==> src/design/rad_pkg.sv <==
// Shared types and constants for the resource allocator with deadlock detection.
// Holds the request and result payload structs, the function, result and state codes.
// No dependencies.
`timescale 1ns / 1ps

package rad_pkg;

    localparam logic [7:0] IPC_RESET = 8'd10;

    typedef enum logic [2:0] {
        FN_REQUEST  = 3'd0,
        FN_RELEASE  = 3'd1,
        FN_TERMINATE = 3'd2,
        FN_DETECT   = 3'd3,
        FN_ADMIT    = 3'd4,
        FN_DISPATCH = 3'd5,
        FN_INIT     = 3'd6
    } func_t;

    typedef enum logic [2:0] {
        KD_GRANT   = 3'd0,
        KD_TURN    = 3'd1,
        KD_BLOCKED = 3'd2,
        KD_KILL    = 3'd3,
        KD_CLEAR   = 3'd4,
        KD_ACK     = 3'd5,
        KD_REJECT  = 3'd6
    } kind_t;

    typedef struct packed {
        logic [2:0] func;
        logic [3:0] slot;
        logic [2:0] resource;
    } cmd_t;

    typedef struct packed {
        logic [2:0] kind;
        logic [3:0] target_slot;
        logic [2:0] resource_res;
        logic       last;
    } res_t;

    typedef enum logic [4:0] {
        ST_IDLE,
        ST_DECODE,
        ST_REQ_GRANT,
        ST_REQ_BLOCK,
        ST_REL_CHK,
        ST_REL_TURN,
        ST_TERM_ACK,
        ST_DET_INIT,
        ST_DF_SCAN,
        ST_DF_RD,
        ST_DF_ACC,
        ST_DF_NEXT,
        ST_DF_PICK,
        ST_DET_KILL,
        ST_DET_END,
        ST_DET_CLEAR,
        ST_AD_SCAN,
        ST_DS_SCAN,
        ST_INIT,
        ST_REJECT,
        ST_FA_START,
        ST_RM_RD,
        ST_RM_WR,
        ST_RM_DONE,
        ST_FA_RD,
        ST_FA_CHK,
        ST_FA_NEXT,
        ST_GW_TEST,
        ST_GW_RD,
        ST_GW_HOLD
    } state_t;

    // Add two unit counts, clamping at the 8-bit ceiling
    function automatic logic [7:0] sat_add8(input logic [7:0] a, input logic [7:0] b);
        logic [8:0] sum;
        sum = {1'b0, a} + {1'b0, b};
        return sum[8] ? 8'hFF : sum[7:0];
    endfunction

endpackage

==> src/design/resource_allocator_deadlock_detect.sv <==
// Top level of the resource allocator: sequencer, state tables and the two RAMs.
// Depends on rad_pkg, rad_ram and rad_outreg.
`timescale 1ns / 1ps

// Resource allocator with multi-instance deadlock detection. One request is
// taken at a time; cmd_stall stays high until the sequencer has issued every
// result of that request into the output register, which the consumer drains
// through res_valid/res_stall. Terminate and detect walk the slot and class
// tables through the held-count memory, which has one read and one write
// port: freeing a slot drops it from its wait queue if it is blocked, then
// returns its units class by class and grants waiters of each class; each
// detection round rescans the slots while a pass finds one able to finish,
// adding back its holdings, then picks the lowest unfinished slot as victim,
// and the round is repeated once for every victim. Output stalls can hold
// any of these steps.

module resource_allocator_deadlock_detect
    import rad_pkg::*;
#(
    parameter int SLOTS   = 16,
    parameter int CLASSES = 8
) (
    input  logic       clk,
    input  logic       rst_n,
    input  logic       cmd_valid,
    output logic       cmd_stall,
    input  cmd_t       cmd,
    output logic       res_valid,
    input  logic       res_stall,
    output res_t       res,
    input  logic       cfg_we,
    input  logic [7:0] cfg_data
);

    localparam int SW   = $clog2(SLOTS);
    localparam int CW   = (CLASSES > 1) ? $clog2(CLASSES) : 1;
    localparam int CNTW = $clog2(SLOTS + 1);
    localparam int AW   = SW + CW;
    localparam int DEPTH = (1 << SW) * (1 << CW);

    // Control and table registers
    state_t state_reg, state_next;
    state_t fa_ret_reg, fa_ret_next;
    state_t gw_ret_reg, gw_ret_next;
    logic   gw_one_reg, gw_one_next;
    cmd_t   cmd_reg, cmd_next;
    logic [SW-1:0]   sl_reg, sl_next;
    logic [SW-1:0]   idx_reg, idx_next;
    logic [SW-1:0]   w_reg, w_next;
    logic [CW-1:0]   cls_reg, cls_next;
    logic [CNTW-1:0] k_reg, k_next;
    logic [CNTW-1:0] n_reg, n_next;
    logic [7:0]      ipc_reg;
    logic [SW-1:0]   rr_reg, rr_next;
    logic [CLASSES-1:0][7:0]      free_reg, free_next;
    logic [CLASSES-1:0][7:0]      work_reg, work_next;
    logic [CLASSES-1:0][SW-1:0]   head_reg, head_next;
    logic [CLASSES-1:0][SW-1:0]   tail_reg, tail_next;
    logic [CLASSES-1:0][CNTW-1:0] qcnt_reg, qcnt_next;
    logic [SLOTS-1:0]  occ_reg, occ_next;
    logic [SLOTS-1:0]  blk_reg, blk_next;
    logic [SLOTS-1:0]  done_reg, done_next;
    logic              prog_reg, prog_next;
    logic [SLOTS-1:0][CLASSES-1:0] pend_reg, pend_next;
    logic [SLOTS-1:0][CLASSES-1:0] hvld_reg, hvld_next;
    logic              hrv_reg;

    // Memory ports
    logic [SW-1:0] h_ra_slot;
    logic          h_we;
    logic [SW-1:0] h_wa_slot;
    logic [7:0]    h_wd;
    logic [7:0]    h_rd;
    logic [7:0]    held_q;
    logic [SW-1:0] q_ra_pos;
    logic          q_we;
    logic [SW-1:0] q_wa_pos;
    logic [SW-1:0] q_wd;
    logic [SW-1:0] q_rd;

    // Result issue
    logic emit;
    res_t emit_data;
    logic emit_ok;

    // Table probes
    logic [SW-1:0]      probe;
    logic [CLASSES-1:0] pend_row;
    logic               occ_bit;
    logic               blk_bit;
    logic               fin_ok;
    logic [CW-1:0]      rm_cls;
    logic               s_ok;
    logic               r_ok;

    function automatic logic [SW-1:0] pos_add(input logic [SW-1:0] a,
                                              input logic [CNTW-1:0] b);
        logic [SW+1:0] sum;
        sum = (SW+2)'(a) + (SW+2)'(b);
        if (sum >= (SW+2)'(SLOTS))
        begin
            sum = sum - (SW+2)'(SLOTS);
        end
        return sum[SW-1:0];
    endfunction

    function automatic res_t mk_res(input logic [2:0] kind, input logic [SW-1:0] s,
                                    input logic [CW-1:0] c, input logic last);
        res_t r;
        r.kind         = kind;
        r.target_slot  = 4'(s);
        r.resource_res = 3'(c);
        r.last         = last;
        return r;
    endfunction

    assign cmd_stall = (state_reg != ST_IDLE);
    assign held_q    = hrv_reg ? h_rd : 8'd0;
    assign s_ok      = (32'(cmd_reg.slot) < SLOTS);
    assign r_ok      = (32'(cmd_reg.resource) < CLASSES);

    // Pick the slot that the current state inspects
    always_comb
    begin
        unique case (state_reg)
            ST_DF_SCAN, ST_DF_RD, ST_DF_ACC, ST_DF_NEXT, ST_DF_PICK,
            ST_AD_SCAN, ST_DS_SCAN: probe = idx_reg;
            default:                probe = sl_reg;
        endcase
    end

    assign pend_row = pend_reg[probe];
    assign occ_bit  = occ_reg[probe];
    assign blk_bit  = blk_reg[probe];

    // Check whether the probed slot can finish with the current work vector
    always_comb
    begin
        fin_ok = 1'b1;
        rm_cls = '0;
        for (int c = 0; c < CLASSES; c++)
        begin
            if (pend_row[c] && (work_reg[c] == 8'd0))
            begin
                fin_ok = 1'b0;
            end
            if (pend_row[c])
            begin
                rm_cls = CW'(c);
            end
        end
    end

    // Held-count read address follows the state
    always_comb
    begin
        unique case (state_reg)
            ST_GW_RD:          h_ra_slot = q_rd;
            ST_GW_HOLD:        h_ra_slot = w_reg;
            ST_DF_RD, ST_DF_ACC: h_ra_slot = idx_reg;
            default:           h_ra_slot = sl_reg;
        endcase
    end

    // Wait-queue read address
    always_comb
    begin
        if (state_reg == ST_RM_RD)
        begin
            q_ra_pos = pos_add(head_reg[cls_reg], k_reg);
        end
        else
        begin
            q_ra_pos = head_reg[cls_reg];
        end
    end

    // Sequencer: next state, table updates, memory writes and result issue
    always_comb
    begin
        state_next  = state_reg;
        fa_ret_next = fa_ret_reg;
        gw_ret_next = gw_ret_reg;
        gw_one_next = gw_one_reg;
        cmd_next    = cmd_reg;
        sl_next     = sl_reg;
        idx_next    = idx_reg;
        w_next      = w_reg;
        cls_next    = cls_reg;
        k_next      = k_reg;
        n_next      = n_reg;
        rr_next     = rr_reg;
        free_next   = free_reg;
        work_next   = work_reg;
        head_next   = head_reg;
        tail_next   = tail_reg;
        qcnt_next   = qcnt_reg;
        occ_next    = occ_reg;
        blk_next    = blk_reg;
        done_next   = done_reg;
        prog_next   = prog_reg;
        pend_next   = pend_reg;
        hvld_next   = hvld_reg;
        h_we        = 1'b0;
        h_wa_slot   = sl_reg;
        h_wd        = 8'd0;
        q_we        = 1'b0;
        q_wa_pos    = tail_reg[cls_reg];
        q_wd        = sl_reg;
        emit        = 1'b0;
        emit_data   = mk_res(KD_REJECT, '0, '0, 1'b1);

        unique case (state_reg)
            ST_IDLE:
            begin
                if (cmd_valid)
                begin
                    cmd_next   = cmd;
                    sl_next    = SW'(cmd.slot);
                    cls_next   = CW'(cmd.resource);
                    state_next = ST_DECODE;
                end
            end

            ST_DECODE:
            begin
                unique case (cmd_reg.func)
                    FN_REQUEST:
                    begin
                        if (!s_ok || !r_ok || !occ_bit || blk_bit)
                        begin
                            state_next = ST_REJECT;
                        end
                        else if (free_reg[cls_reg] != 8'd0)
                        begin
                            state_next = ST_REQ_GRANT;
                        end
                        else
                        begin
                            state_next = ST_REQ_BLOCK;
                        end
                    end
                    FN_RELEASE:
                    begin
                        state_next = (s_ok && r_ok) ? ST_REL_CHK : ST_REJECT;
                    end
                    FN_TERMINATE:
                    begin
                        if (s_ok && occ_bit)
                        begin
                            fa_ret_next = ST_TERM_ACK;
                            state_next  = ST_FA_START;
                        end
                        else
                        begin
                            state_next = ST_REJECT;
                        end
                    end
                    FN_DETECT:
                    begin
                        state_next = ST_DET_INIT;
                    end
                    FN_ADMIT:
                    begin
                        idx_next   = '0;
                        state_next = ST_AD_SCAN;
                    end
                    FN_DISPATCH:
                    begin
                        idx_next   = rr_reg;
                        k_next     = '0;
                        state_next = ST_DS_SCAN;
                    end
                    FN_INIT:
                    begin
                        state_next = ST_INIT;
                    end
                    default:
                    begin
                        state_next = ST_REJECT;
                    end
                endcase
            end

            // Grant one unit to the requesting slot
            ST_REQ_GRANT:
            begin
                emit      = 1'b1;
                emit_data = mk_res(KD_GRANT, sl_reg, cls_reg, 1'b1);
                if (emit_ok)
                begin
                    free_next[cls_reg] = free_reg[cls_reg] - 8'd1;
                    h_we       = 1'b1;
                    h_wa_slot  = sl_reg;
                    h_wd       = held_q + 8'd1;
                    hvld_next[sl_reg][cls_reg] = 1'b1;
                    state_next = ST_IDLE;
                end
            end

            // Block the slot and append it to the class queue
            ST_REQ_BLOCK:
            begin
                emit      = 1'b1;
                emit_data = mk_res(KD_BLOCKED, sl_reg, cls_reg, 1'b1);
                if (emit_ok)
                begin
                    blk_next[sl_reg]          = 1'b1;
                    pend_next[sl_reg][cls_reg] = 1'b1;
                    if (32'(qcnt_reg[cls_reg]) < SLOTS)
                    begin
                        q_we     = 1'b1;
                        q_wa_pos = tail_reg[cls_reg];
                        q_wd     = sl_reg;
                        tail_next[cls_reg] = pos_add(tail_reg[cls_reg], CNTW'(1));
                        qcnt_next[cls_reg] = qcnt_reg[cls_reg] + CNTW'(1);
                    end
                    state_next = ST_IDLE;
                end
            end

            // Return one unit, then wake at most one waiter
            ST_REL_CHK:
            begin
                if (held_q == 8'd0)
                begin
                    state_next = ST_REJECT;
                end
                else
                begin
                    h_we      = 1'b1;
                    h_wa_slot = sl_reg;
                    h_wd      = held_q - 8'd1;
                    hvld_next[sl_reg][cls_reg] = 1'b1;
                    if (free_reg[cls_reg] != 8'hFF)
                    begin
                        free_next[cls_reg] = free_reg[cls_reg] + 8'd1;
                    end
                    gw_one_next = 1'b1;
                    gw_ret_next = ST_REL_TURN;
                    state_next  = ST_GW_TEST;
                end
            end

            ST_REL_TURN:
            begin
                emit      = 1'b1;
                emit_data = mk_res(KD_TURN, sl_reg, '0, 1'b1);
                if (emit_ok)
                begin
                    state_next = ST_IDLE;
                end
            end

            ST_TERM_ACK:
            begin
                emit      = 1'b1;
                emit_data = mk_res(KD_ACK, sl_reg, '0, 1'b1);
                if (emit_ok)
                begin
                    occ_next[sl_reg] = 1'b0;
                    state_next       = ST_IDLE;
                end
            end

            // Load the work vector and the finished set for one detection round
            ST_DET_INIT:
            begin
                work_next  = free_reg;
                done_next  = ~occ_reg;
                prog_next  = 1'b0;
                idx_next   = '0;
                state_next = ST_DF_SCAN;
            end

            ST_DF_SCAN:
            begin
                if (!done_reg[idx_reg] && fin_ok)
                begin
                    done_next[idx_reg] = 1'b1;
                    prog_next  = 1'b1;
                    cls_next   = '0;
                    state_next = ST_DF_RD;
                end
                else
                begin
                    state_next = ST_DF_NEXT;
                end
            end

            ST_DF_RD:
            begin
                state_next = ST_DF_ACC;
            end

            // Add the finishing slot's holdings back into the work vector
            ST_DF_ACC:
            begin
                work_next[cls_reg] = sat_add8(work_reg[cls_reg], held_q);
                if (cls_reg == CW'(CLASSES - 1))
                begin
                    state_next = ST_DF_NEXT;
                end
                else
                begin
                    cls_next   = cls_reg + CW'(1);
                    state_next = ST_DF_RD;
                end
            end

            // Advance the scan; rescan while a pass made progress
            ST_DF_NEXT:
            begin
                if (idx_reg == SW'(SLOTS - 1))
                begin
                    idx_next = '0;
                    if (prog_reg)
                    begin
                        prog_next  = 1'b0;
                        state_next = ST_DF_SCAN;
                    end
                    else
                    begin
                        state_next = ST_DF_PICK;
                    end
                end
                else
                begin
                    idx_next   = idx_reg + SW'(1);
                    state_next = ST_DF_SCAN;
                end
            end

            // Find the lowest slot left unfinished
            ST_DF_PICK:
            begin
                if (!done_reg[idx_reg])
                begin
                    sl_next    = idx_reg;
                    state_next = ST_DET_KILL;
                end
                else if (idx_reg == SW'(SLOTS - 1))
                begin
                    state_next = ST_DET_CLEAR;
                end
                else
                begin
                    idx_next = idx_reg + SW'(1);
                end
            end

            ST_DET_KILL:
            begin
                emit      = 1'b1;
                emit_data = mk_res(KD_KILL, sl_reg, '0, 1'b0);
                if (emit_ok)
                begin
                    fa_ret_next = ST_DET_END;
                    state_next  = ST_FA_START;
                end
            end

            ST_DET_END:
            begin
                occ_next[sl_reg] = 1'b0;
                state_next       = ST_DET_INIT;
            end

            ST_DET_CLEAR:
            begin
                emit      = 1'b1;
                emit_data = mk_res(KD_CLEAR, '0, '0, 1'b1);
                if (emit_ok)
                begin
                    state_next = ST_IDLE;
                end
            end

            // Take the lowest free slot
            ST_AD_SCAN:
            begin
                if (!occ_bit)
                begin
                    emit      = 1'b1;
                    emit_data = mk_res(KD_ACK, idx_reg, '0, 1'b1);
                    if (emit_ok)
                    begin
                        occ_next[idx_reg]  = 1'b1;
                        blk_next[idx_reg]  = 1'b0;
                        hvld_next[idx_reg] = '0;
                        pend_next[idx_reg] = '0;
                        state_next         = ST_IDLE;
                    end
                end
                else if (idx_reg == SW'(SLOTS - 1))
                begin
                    state_next = ST_REJECT;
                end
                else
                begin
                    idx_next = idx_reg + SW'(1);
                end
            end

            // Round-robin search for a ready slot
            ST_DS_SCAN:
            begin
                if (occ_bit && !blk_bit)
                begin
                    emit      = 1'b1;
                    emit_data = mk_res(KD_TURN, idx_reg, '0, 1'b1);
                    if (emit_ok)
                    begin
                        rr_next    = pos_add(idx_reg, CNTW'(1));
                        state_next = ST_IDLE;
                    end
                end
                else if (k_reg == CNTW'(SLOTS - 1))
                begin
                    state_next = ST_REJECT;
                end
                else
                begin
                    idx_next = pos_add(idx_reg, CNTW'(1));
                    k_next   = k_reg + CNTW'(1);
                end
            end

            ST_INIT:
            begin
                emit      = 1'b1;
                emit_data = mk_res(KD_ACK, '0, '0, 1'b1);
                if (emit_ok)
                begin
                    hvld_next = '0;
                    pend_next = '0;
                    occ_next  = '0;
                    blk_next  = '0;
                    head_next = '0;
                    tail_next = '0;
                    qcnt_next = '0;
                    rr_next   = '0;
                    for (int c = 0; c < CLASSES; c++)
                    begin
                        free_next[c] = ipc_reg;
                    end
                    state_next = ST_IDLE;
                end
            end

            ST_REJECT:
            begin
                emit      = 1'b1;
                emit_data = mk_res(KD_REJECT, '0, '0, 1'b1);
                if (emit_ok)
                begin
                    state_next = ST_IDLE;
                end
            end

            // Free a slot: drop it from its wait queue first
            ST_FA_START:
            begin
                if (blk_bit)
                begin
                    cls_next   = rm_cls;
                    k_next     = '0;
                    n_next     = '0;
                    state_next = ST_RM_RD;
                end
                else
                begin
                    state_next = ST_RM_DONE;
                end
            end

            ST_RM_RD:
            begin
                if (k_reg < qcnt_reg[cls_reg])
                begin
                    state_next = ST_RM_WR;
                end
                else
                begin
                    qcnt_next[cls_reg] = n_reg;
                    tail_next[cls_reg] = pos_add(head_reg[cls_reg], n_reg);
                    state_next         = ST_RM_DONE;
                end
            end

            // Compact the queue in place, skipping the dying slot
            ST_RM_WR:
            begin
                if (q_rd != sl_reg)
                begin
                    q_we     = 1'b1;
                    q_wa_pos = pos_add(head_reg[cls_reg], n_reg);
                    q_wd     = q_rd;
                    n_next   = n_reg + CNTW'(1);
                end
                k_next     = k_reg + CNTW'(1);
                state_next = ST_RM_RD;
            end

            ST_RM_DONE:
            begin
                blk_next[sl_reg]  = 1'b0;
                pend_next[sl_reg] = '0;
                cls_next          = '0;
                state_next        = ST_FA_RD;
            end

            ST_FA_RD:
            begin
                state_next = ST_FA_CHK;
            end

            // Return the slot's units of this class and wake waiters
            ST_FA_CHK:
            begin
                if (held_q != 8'd0)
                begin
                    free_next[cls_reg] = sat_add8(free_reg[cls_reg], held_q);
                    h_we        = 1'b1;
                    h_wa_slot   = sl_reg;
                    h_wd        = 8'd0;
                    hvld_next[sl_reg][cls_reg] = 1'b1;
                    gw_one_next = 1'b0;
                    gw_ret_next = ST_FA_NEXT;
                    state_next  = ST_GW_TEST;
                end
                else
                begin
                    state_next = ST_FA_NEXT;
                end
            end

            ST_FA_NEXT:
            begin
                if (cls_reg == CW'(CLASSES - 1))
                begin
                    state_next = fa_ret_reg;
                end
                else
                begin
                    cls_next   = cls_reg + CW'(1);
                    state_next = ST_FA_RD;
                end
            end

            // Grant queued waiters while units are free
            ST_GW_TEST:
            begin
                if ((qcnt_reg[cls_reg] != '0) && (free_reg[cls_reg] != 8'd0))
                begin
                    state_next = ST_GW_RD;
                end
                else
                begin
                    state_next = gw_ret_reg;
                end
            end

            ST_GW_RD:
            begin
                w_next     = q_rd;
                state_next = ST_GW_HOLD;
            end

            ST_GW_HOLD:
            begin
                emit      = 1'b1;
                emit_data = mk_res(KD_GRANT, w_reg, cls_reg, 1'b0);
                if (emit_ok)
                begin
                    h_we      = 1'b1;
                    h_wa_slot = w_reg;
                    h_wd      = held_q + 8'd1;
                    hvld_next[w_reg][cls_reg] = 1'b1;
                    free_next[cls_reg] = free_reg[cls_reg] - 8'd1;
                    head_next[cls_reg] = pos_add(head_reg[cls_reg], CNTW'(1));
                    qcnt_next[cls_reg] = qcnt_reg[cls_reg] - CNTW'(1);
                    blk_next[w_reg]          = 1'b0;
                    pend_next[w_reg][cls_reg] = 1'b0;
                    state_next = gw_one_reg ? gw_ret_reg : ST_GW_TEST;
                end
            end

            default:
            begin
                state_next = ST_IDLE;
            end
        endcase
    end

    // Hold state; reset loads the default unit count per class
    always_ff @(posedge clk or negedge rst_n)
    begin
        if (!rst_n)
        begin
            state_reg  <= ST_IDLE;
            fa_ret_reg <= ST_IDLE;
            gw_ret_reg <= ST_IDLE;
            gw_one_reg <= 1'b0;
            cmd_reg    <= '0;
            sl_reg     <= '0;
            idx_reg    <= '0;
            w_reg      <= '0;
            cls_reg    <= '0;
            k_reg      <= '0;
            n_reg      <= '0;
            rr_reg     <= '0;
            for (int c = 0; c < CLASSES; c++)
            begin
                free_reg[c] <= IPC_RESET;
            end
            work_reg   <= '0;
            head_reg   <= '0;
            tail_reg   <= '0;
            qcnt_reg   <= '0;
            occ_reg    <= '0;
            blk_reg    <= '0;
            done_reg   <= '0;
            prog_reg   <= 1'b0;
            pend_reg   <= '0;
            hvld_reg   <= '0;
            hrv_reg    <= 1'b0;
        end
        else
        begin
            state_reg  <= state_next;
            fa_ret_reg <= fa_ret_next;
            gw_ret_reg <= gw_ret_next;
            gw_one_reg <= gw_one_next;
            cmd_reg    <= cmd_next;
            sl_reg     <= sl_next;
            idx_reg    <= idx_next;
            w_reg      <= w_next;
            cls_reg    <= cls_next;
            k_reg      <= k_next;
            n_reg      <= n_next;
            rr_reg     <= rr_next;
            free_reg   <= free_next;
            work_reg   <= work_next;
            head_reg   <= head_next;
            tail_reg   <= tail_next;
            qcnt_reg   <= qcnt_next;
            occ_reg    <= occ_next;
            blk_reg    <= blk_next;
            done_reg   <= done_next;
            prog_reg   <= prog_next;
            pend_reg   <= pend_next;
            hvld_reg   <= hvld_next;
            hrv_reg    <= hvld_reg[h_ra_slot][cls_reg];
        end
    end

    // Configuration register
    always_ff @(posedge clk or negedge rst_n)
    begin
        if (!rst_n)
        begin
            ipc_reg <= IPC_RESET;
        end
        else if (cfg_we)
        begin
            ipc_reg <= cfg_data;
        end
    end

    rad_ram #(
        .WIDTH (8),
        .DEPTH (DEPTH)
    ) u_held_ram (
        .clk   (clk),
        .we    (h_we),
        .waddr (AW'({h_wa_slot, cls_reg})),
        .wdata (h_wd),
        .raddr (AW'({h_ra_slot, cls_reg})),
        .rdata (h_rd)
    );

    rad_ram #(
        .WIDTH (SW),
        .DEPTH (DEPTH)
    ) u_queue_ram (
        .clk   (clk),
        .we    (q_we),
        .waddr (AW'({cls_reg, q_wa_pos})),
        .wdata (q_wd),
        .raddr (AW'({cls_reg, q_ra_pos})),
        .rdata (q_rd)
    );

    rad_outreg u_outreg (
        .clk       (clk),
        .rst_n     (rst_n),
        .push      (emit),
        .push_data (emit_data),
        .ready     (emit_ok),
        .res_valid (res_valid),
        .res       (res),
        .res_stall (res_stall)
    );

endmodule

==> src/design/rad_ram.sv <==
// Generic single-write, single-read RAM with registered read data.
// Depends on nothing; used for the held-count and wait-queue stores.
`timescale 1ns / 1ps

module rad_ram #(
    parameter int WIDTH = 8,
    parameter int DEPTH = 128
) (
    input  logic                     clk,
    input  logic                     we,
    input  logic [$clog2(DEPTH)-1:0] waddr,
    input  logic [WIDTH-1:0]         wdata,
    input  logic [$clog2(DEPTH)-1:0] raddr,
    output logic [WIDTH-1:0]         rdata
);

    logic [WIDTH-1:0] mem [DEPTH];

    // Write, and register the read word
    always_ff @(posedge clk)
    begin
        if (we)
        begin
            mem[waddr] <= wdata;
        end
        rdata <= mem[raddr];
    end

endmodule

==> src/design/rad_outreg.sv <==
// Result output register: holds one result until the consumer takes it.
// Depends on rad_pkg for the result struct.
`timescale 1ns / 1ps

module rad_outreg
    import rad_pkg::*;
(
    input  logic clk,
    input  logic rst_n,
    input  logic push,
    input  res_t push_data,
    output logic ready,
    output logic res_valid,
    output res_t res,
    input  logic res_stall
);

    logic valid_reg;
    logic valid_next;
    res_t data_reg;
    res_t data_next;

    // Take a new result when empty or when the held one leaves this cycle
    assign ready = !valid_reg || !res_stall;

    always_comb
    begin
        valid_next = valid_reg;
        data_next  = data_reg;
        if (ready)
        begin
            valid_next = push;
            if (push)
            begin
                data_next = push_data;
            end
        end
    end

    always_ff @(posedge clk or negedge rst_n)
    begin
        if (!rst_n)
        begin
            valid_reg <= 1'b0;
            data_reg  <= '0;
        end
        else
        begin
            valid_reg <= valid_next;
            data_reg  <= data_next;
        end
    end

    assign res_valid = valid_reg;
    assign res       = data_reg;

endmodule

==> config.mk <==
export PLATFORM = sky130hd
export DESIGN_NAME = resource_allocator_deadlock_detect
export DESIGN_NICKNAME = d
export VERILOG_FILES = /design/src/design/rad_pkg.sv /design/src/design/resource_allocator_deadlock_detect.sv /design/src/design/rad_ram.sv /design/src/design/rad_outreg.sv
export SDC_FILE = /design/constraint.sdc
export NUM_CORES = 2
export LEC_CHECK = 0
export ABC_CLOCK_PERIOD_IN_PS = 11050
export BUFFER_PORTS_ARGS = -buffer_cell sky130_fd_sc_hd__buf_2
export CAP_MARGIN = 5
export CORE_MARGIN = 10
export CORE_UTILIZATION = 40
export DETAILED_ROUTE_END_ITERATION = 6
export PLACE_DENSITY_LB_ADDON = 0.25
export SETUP_SLACK_MARGIN = 0.02
export SYNTH_ARGS = -nofsm -noshare
export SYNTH_HDL_FRONTEND = slang
export SYNTH_SLANG_ARGS = --single-unit
==> constraint.sdc <==
create_clock -name clk -period 11.05 [get_ports clk]
set_clock_uncertainty 0.05 [all_clocks]
set_input_delay 2.21 -clock clk [delete_from_list [all_inputs] [get_ports clk]]
set_output_delay 2.21 -clock clk [all_outputs]
set_load 0.02 [all_outputs]
======== Yosys cells after proc, flatten, opt, wreduce, memory -nomap -nowiden ========
Memories as Yosys holds them, arrays and structs flattened. A register that Yosys moved wholly into a read port is not among the register bits.
Index checks and enable logic that the tools add are counted.
operators by class
  add/sub/neg operators ................... 22
  order comparisons ....................... 17
  equality and inequality tests ........... 74
  muxes and demuxes ....................... 225
  bitwise logic cells ..................... 21
  reduce and logical (&&, ||, !) cells .... 81
operators by type and width
  operator           number
  $mux 128           11
  $pmux 128 s6       1
  $pmux 128 s5       1
  $and 128x128->128  4
  $not 128->128      3
  $or 128x128->128   3
  $mux 64            5
  $bwmux 64          4
  $pmux 64 s4        1
  $mux 40            5
  $mux 32            5
  $pmux 40 s4        1
  $mux 16            9
  $mux 4             35
  $mux 5             27
  $demux 8 s4        4
  $pmux 64 s2        1
  $bwmux 40          3
  $pmux 5 s24        1
  $mux 8             14
  $pmux 11 s10       1
  $bwmux 32          3
  $pmux 32 s3        1
  $pmux 16 s5        1
  86 further kinds   296
storage, ports and cells
  bits in registers ....................... 606
  memory bits (writable) .................. 1,536
  input port bits ......................... 23
  logic and storage cells ................. 537
  memories kept ........................... 2
memory list
  name             depth  bits a word  read ports  clocked after memory_dff  wr ports  line           source
  u_held_ram.mem   128    8            1           1                         1         rad_ram.sv:17  logic [WIDTH-1:0] mem [DEPTH];
  u_queue_ram.mem  128    4            1           1                         1         rad_ram.sv:17

======== Depth between registers and ports, before layout ========
  depth after elaboration ................. 17
  depth in mapped cells ................... 27
  mapped depth without buffers ............ 17

======== By module ========
A second synthesis with hierarchy kept.
unflattened totals
  cell total of the unflattened synthesis .. 6,498
  area total of the unflattened synthesis .. 94,348.0 sq um
modules (own cells, without submodules)
  module                              instances  cells each  area each (sq um)
  rad_ram (u_held_ram)                1          1,634       39,656.8
  resource_allocator_deadlock_detect  1          3,929       34,003.9
  rad_ram (u_queue_ram)               1          908         20,193.1
  rad_outreg                          1          27          494.2

======== Least setup slack after synthesis ========
OpenSTA, ideal clock, no wires.
  path type ............................... register -> register
  start point ............................. register state_reg[1]
  end point ............................... memory u_held_ram.mem[0][1], data pin
  setup time .............................. 1,198 ps
  data arrival time ....................... 6,664 ps
  required time ........................... 9,802 ps
  path slack .............................. 3,139 ps
  cell stages (with the launch flop) ...... 8
  cell sequence ........................... dfrtp_1 -> buf_2 -> clkbuf_1 -> or2_2 -> nor3_1 -> nand2_1 -> clkbuf_1 -> o21ai_0
between the ends
  word-level cells in the longest chain between the ends .. 3
ends and longest elaborated chain
  item                                      line                                       source
  from (decl)                               resource_allocator_deadlock_detect.sv:42   state_t state_reg, state_next;
  from (signal assigned)                    resource_allocator_deadlock_detect.sv:731  state_reg <= state_next;
  $eq 5x5->1 or $eq 5x2->1 (tied branches)  resource_allocator_deadlock_detect.sv:213  unique case (state_reg)
  $reduce_or 2->1 (no source line)          --
  $pmux 8 s2 *                              resource_allocator_deadlock_detect.sv:213
  via h_wd[1]                               resource_allocator_deadlock_detect.sv:72   logic [7:0] h_wd;
  to (decl)                                 rad_ram.sv:17
The timed path passes the listed nets; every way through them passes the cells marked *.

======== Worst setup path in the final report ========
  start point ............................. register cls_reg[2]
  end point ............................... register u_queue_ram.rdata[1] (read register of u_queue_ram.mem)
between the ends
  word-level cells in the longest chain between the ends .. 6
ends and longest elaborated chain
  item                                       line                                                                                  source
  from (decl)                                resource_allocator_deadlock_detect.sv:50                                              logic [CW-1:0] cls_reg, cls_next;
  from (signal assigned)                     resource_allocator_deadlock_detect.sv:739                                             cls_reg <= cls_next;
  $bmux 4 s3                                 resource_allocator_deadlock_detect.sv:170, resource_allocator_deadlock_detect.sv:174
  $mux 4 (not written as such)               resource_allocator_deadlock_detect.sv:170, resource_allocator_deadlock_detect.sv:174
  $add 4x5->6                                resource_allocator_deadlock_detect.sv:99                                              sum = (SW+2)'(a) + (SW+2)'(b);
  $ge 6x5->1 or $sub 4x1->4 (tied branches)  resource_allocator_deadlock_detect.sv:100, resource_allocator_deadlock_detect.sv:102
  $mux 4                                     resource_allocator_deadlock_detect.sv:100                                             if (sum >= (SW+2)'(SLOTS))
  $mux 4                                     resource_allocator_deadlock_detect.sv:168                                             if (state_reg == ST_RM_RD)
  to (decl)                                  rad_ram.sv:14                                                                         output logic [WIDTH-1:0] rdata
Several ways; a longest one is shown, not always the timed one. The select of a mux whose other input is x is not followed.
A chain may end at the register's enable or synchronous reset.

==> out/qor.csv <==
metric;value;unit
Data required, critical path;11.73;ns
via count;66600;
CTS tree;done;
first drt pass iteration count;6;
Worst Path Buf+Inv;4;
total track usage;0.240;
flop2flop setup slack;4.52;ns
Post-CTS Resized;0;
DRC Markers;0;
vias in the first global route;64100;
peak supply drop;0.000205;V
max-cap viol count;0;
Hold Fails Final Rpt;0;
static leakage;35.6;nW
post-synth cell types;102;
Design Power;0.0309;W
clk root buf;clkbuf_16;
Final nets;7136;
Die ar.;0.253;mm^2
post-layout util;0.449;
multi-input logic area;0.0300;mm^2
CP Launch Type;flip-flop;
highest metal used;met5;
cell family with most CP delay;compound AO/OA/AOI/OAI gates;
Storage cell area;0.0614;mm^2
hold-fix buffers at CTS;0;
routed len/inst;30.5;um
Synth top area share;0.495;
number of synthesized flops with an enable pin;1536;
Post-synth ARST share;0.279;
Routed met3 length;32.6;mm
Worst setup EP type;flip-flop;
number of setup buffers added after CTS;0;
fmax;153;MHz
Final Wtd Congestion;0.960;
cts bufs inserted;219;
Max-slew headroom;0.0306;
P per Cell Area;295;mW/mm^2
Tmin final;6.53;ns
commonest cells in the synthesized netlist;edfxtp_1 (1536), nand2_1 (616), dfrtp_1 (581);
I/O pins;36;
Hold Path Class;flip-flop to flip-flop;
worst r2r src;cls_reg[2];
synthesis warning total;0;
cell with the most instances after synthesis;edfxtp_1;
WL met2;138;mm
fin. max-slew vios;0;
port bufs;35;
vias per cell;6.47;
Main synth FF type;edfxtp_1;
sequential share of the synthesized area;0.658;
total negative slack;0;ns
WS Path Type;flip-flop to flip-flop;
top cell type by total area after synthesis;edfxtp_1;
CP dominant cell by count;buf_4;
Setup-failing EPs final;0;
RR Endpoint;u_queue_ram.rdata[1];
Top reg by flops;u_held_ram.mem;
Die H;503;um
Row Count;177;
worst-path fanout max;40;
met1 WL;129;mm
slowest stage delay, CP;0.98;ns
buffer levels on the longest clock path;3;
final wirelength;314;mm
layout cells sized above 1;0.127;
largest net degree at the start of global routing;167;
syn_nets;7222;
Starting DRT DRC Count;9162;
synthesized area;0.0933;mm^2
Worst Path Arrival;7.21;ns
first-pass GRT wire length;456;mm
Fill cells;20700;
run status;finished, final reports clean;
pre-CTS WS;4.66;ns
#FFs+latches synth;2147;
Core Area;0.232;mm^2
RSZ-0062 raised after global routing;false;
hold path endpoint;hvld_reg[31];
clk sinks;2147;
HP Start;hvld_reg[31];
initial core utilization;0.402;
Largest register FFs;1024;
DP Wirelength;192;mm
initial antenna violation count;7;
syn avg cell area;13.0;um^2
top cells by area, synth;edfxtp_1 (49%), dfrtp_1 (16%), mux4_2 (3.8%);
chip width;503;um
Syn Inst Count;7149;
clk_lat worst skew;0.88;ns
crit-path cells;buf_4 > inv_2 > buf_4 > and2_0 > a221oi_1 > inv_1 > ha_1 > a21o_1 > a21oi_1 > xnor2_1 > and3_1 > or2_2 > nor2_1 > a22oi_1 > a2111oi_0 > nand4_1;
worst hold stages;1;
post-route ant nets;0;
Clk pin slew, worst setup/hold paths;0.06;ns
FF-to-FF path depth;16;
CP max stage cell;a221oi_1;
final setup margin;4.52;ns
largest registers;u_held_ram.mem: 1024 flops, u_queue_ram.mem: 512 flops;
worst slew pin tran;1.45;ns
H-tree Lvls;4;
Synth-to-Final Area Change;11.9;%
crit share post-route;0.591;
GRT overflow;0;
-- how the worst max path moves through the flow --
stage / from / endpoint / slack (ns) / cells after the start
6_report: cls_reg[2] / u_queue_ram.rdata[1] / 4.52 / 16
5_1_grt: cls_reg[2] / u_queue_ram.rdata[1] / 4.27 / 16
4_1_cts: cls_reg[2] / u_queue_ram.rdata[1] / 4.68 / 16
3_5_place_dp: cls_reg[2] / u_queue_ram.rdata[1] / 4.66 / 16
3_3_place_gp: cls_reg[2] / u_queue_ram.rdata[1] / 4.65 / 16
2_1_floorplan: state_reg[1] / u_held_ram.mem[0][1] / 3.14 / 7
-- area by class of cell --
class | count | area share
Clock buffer | 280 | 0.0565
Antenna cell | 2 | 0.0000479
Multi-Input combinational cell | 4404 | 0.287
Inverter | 66 | 0.00237
Timing Repair Buffer | 225 | 0.0166
Tap cell | 3043 | 0.0365
Sequential cell | 2147 | 0.588
Clock inverter | 128 | 0.0129
-- placed cells by master (no fill, tap or decap), types with 75 or more instances in the layout --
cell type,count
a221oi_1,129
nand3_1,208
nor2_1,518
dfrtp_1,576
edfxtp_1,1536
a21oi_1,520
nand4_1,140
clkbuf_16,222
a22o_1,142
buf_4,177
mux4_2,156
o2bb2ai_1,179
nand2_1,613
o21ai_0,310
mux2i_1,75
a22oi_1,372
-- routing by layer --
metal  global-route usage  up-vias
li1                     -    27800
met1                0.340    33900
met2                0.357     4077
met3               0.0557      782
met4               0.0963        4
met5                    0        -
-- logic make-up (layout without fill, tap and decap cells) --
kind of cell    Yosys count  count (layout)  share of synthesized area
mux                     295             295                     0.0534
simple gates           1847            1847                     0.0909
compound gates         2177            2177                      0.162
xor+xnor                 35              35                    0.00329
buf+inv                 598             699                     0.0253
other cells               0               2                          0
flops                  2147            2147                      0.658
fa+ha+maj                50              50                    0.00703
-- power breakdown --
| part | switching, W | leakage [nW] | internal [W] |
|---|---|---|---|
| Clock | 0.00326 | 3.51 | 0.00426 |
| Combinational | 0.00902 | 10.1 | 0.00352 |
| Sequential | 0.000709 | 22.0 | 0.0101 |
-- stage by stage --
| stage | hold slack (ns) | area, um^2 | std cells |
|---|---|---|---|
| after floorplan | 0.395 | 93300 | 7149 |
| after global placement | 0.412 | 97100 | 9881 |
| after detailed placement | 0.417 | 97100 | 9882 |
| after CTS | 0.433 | 104000 | 10300 |
| after global routing | 0.448 | 104000 | 10300 |
| final | 0.430 | 104000 | 10300 |
Note: power is estimated with default switching activity, not from simulation.
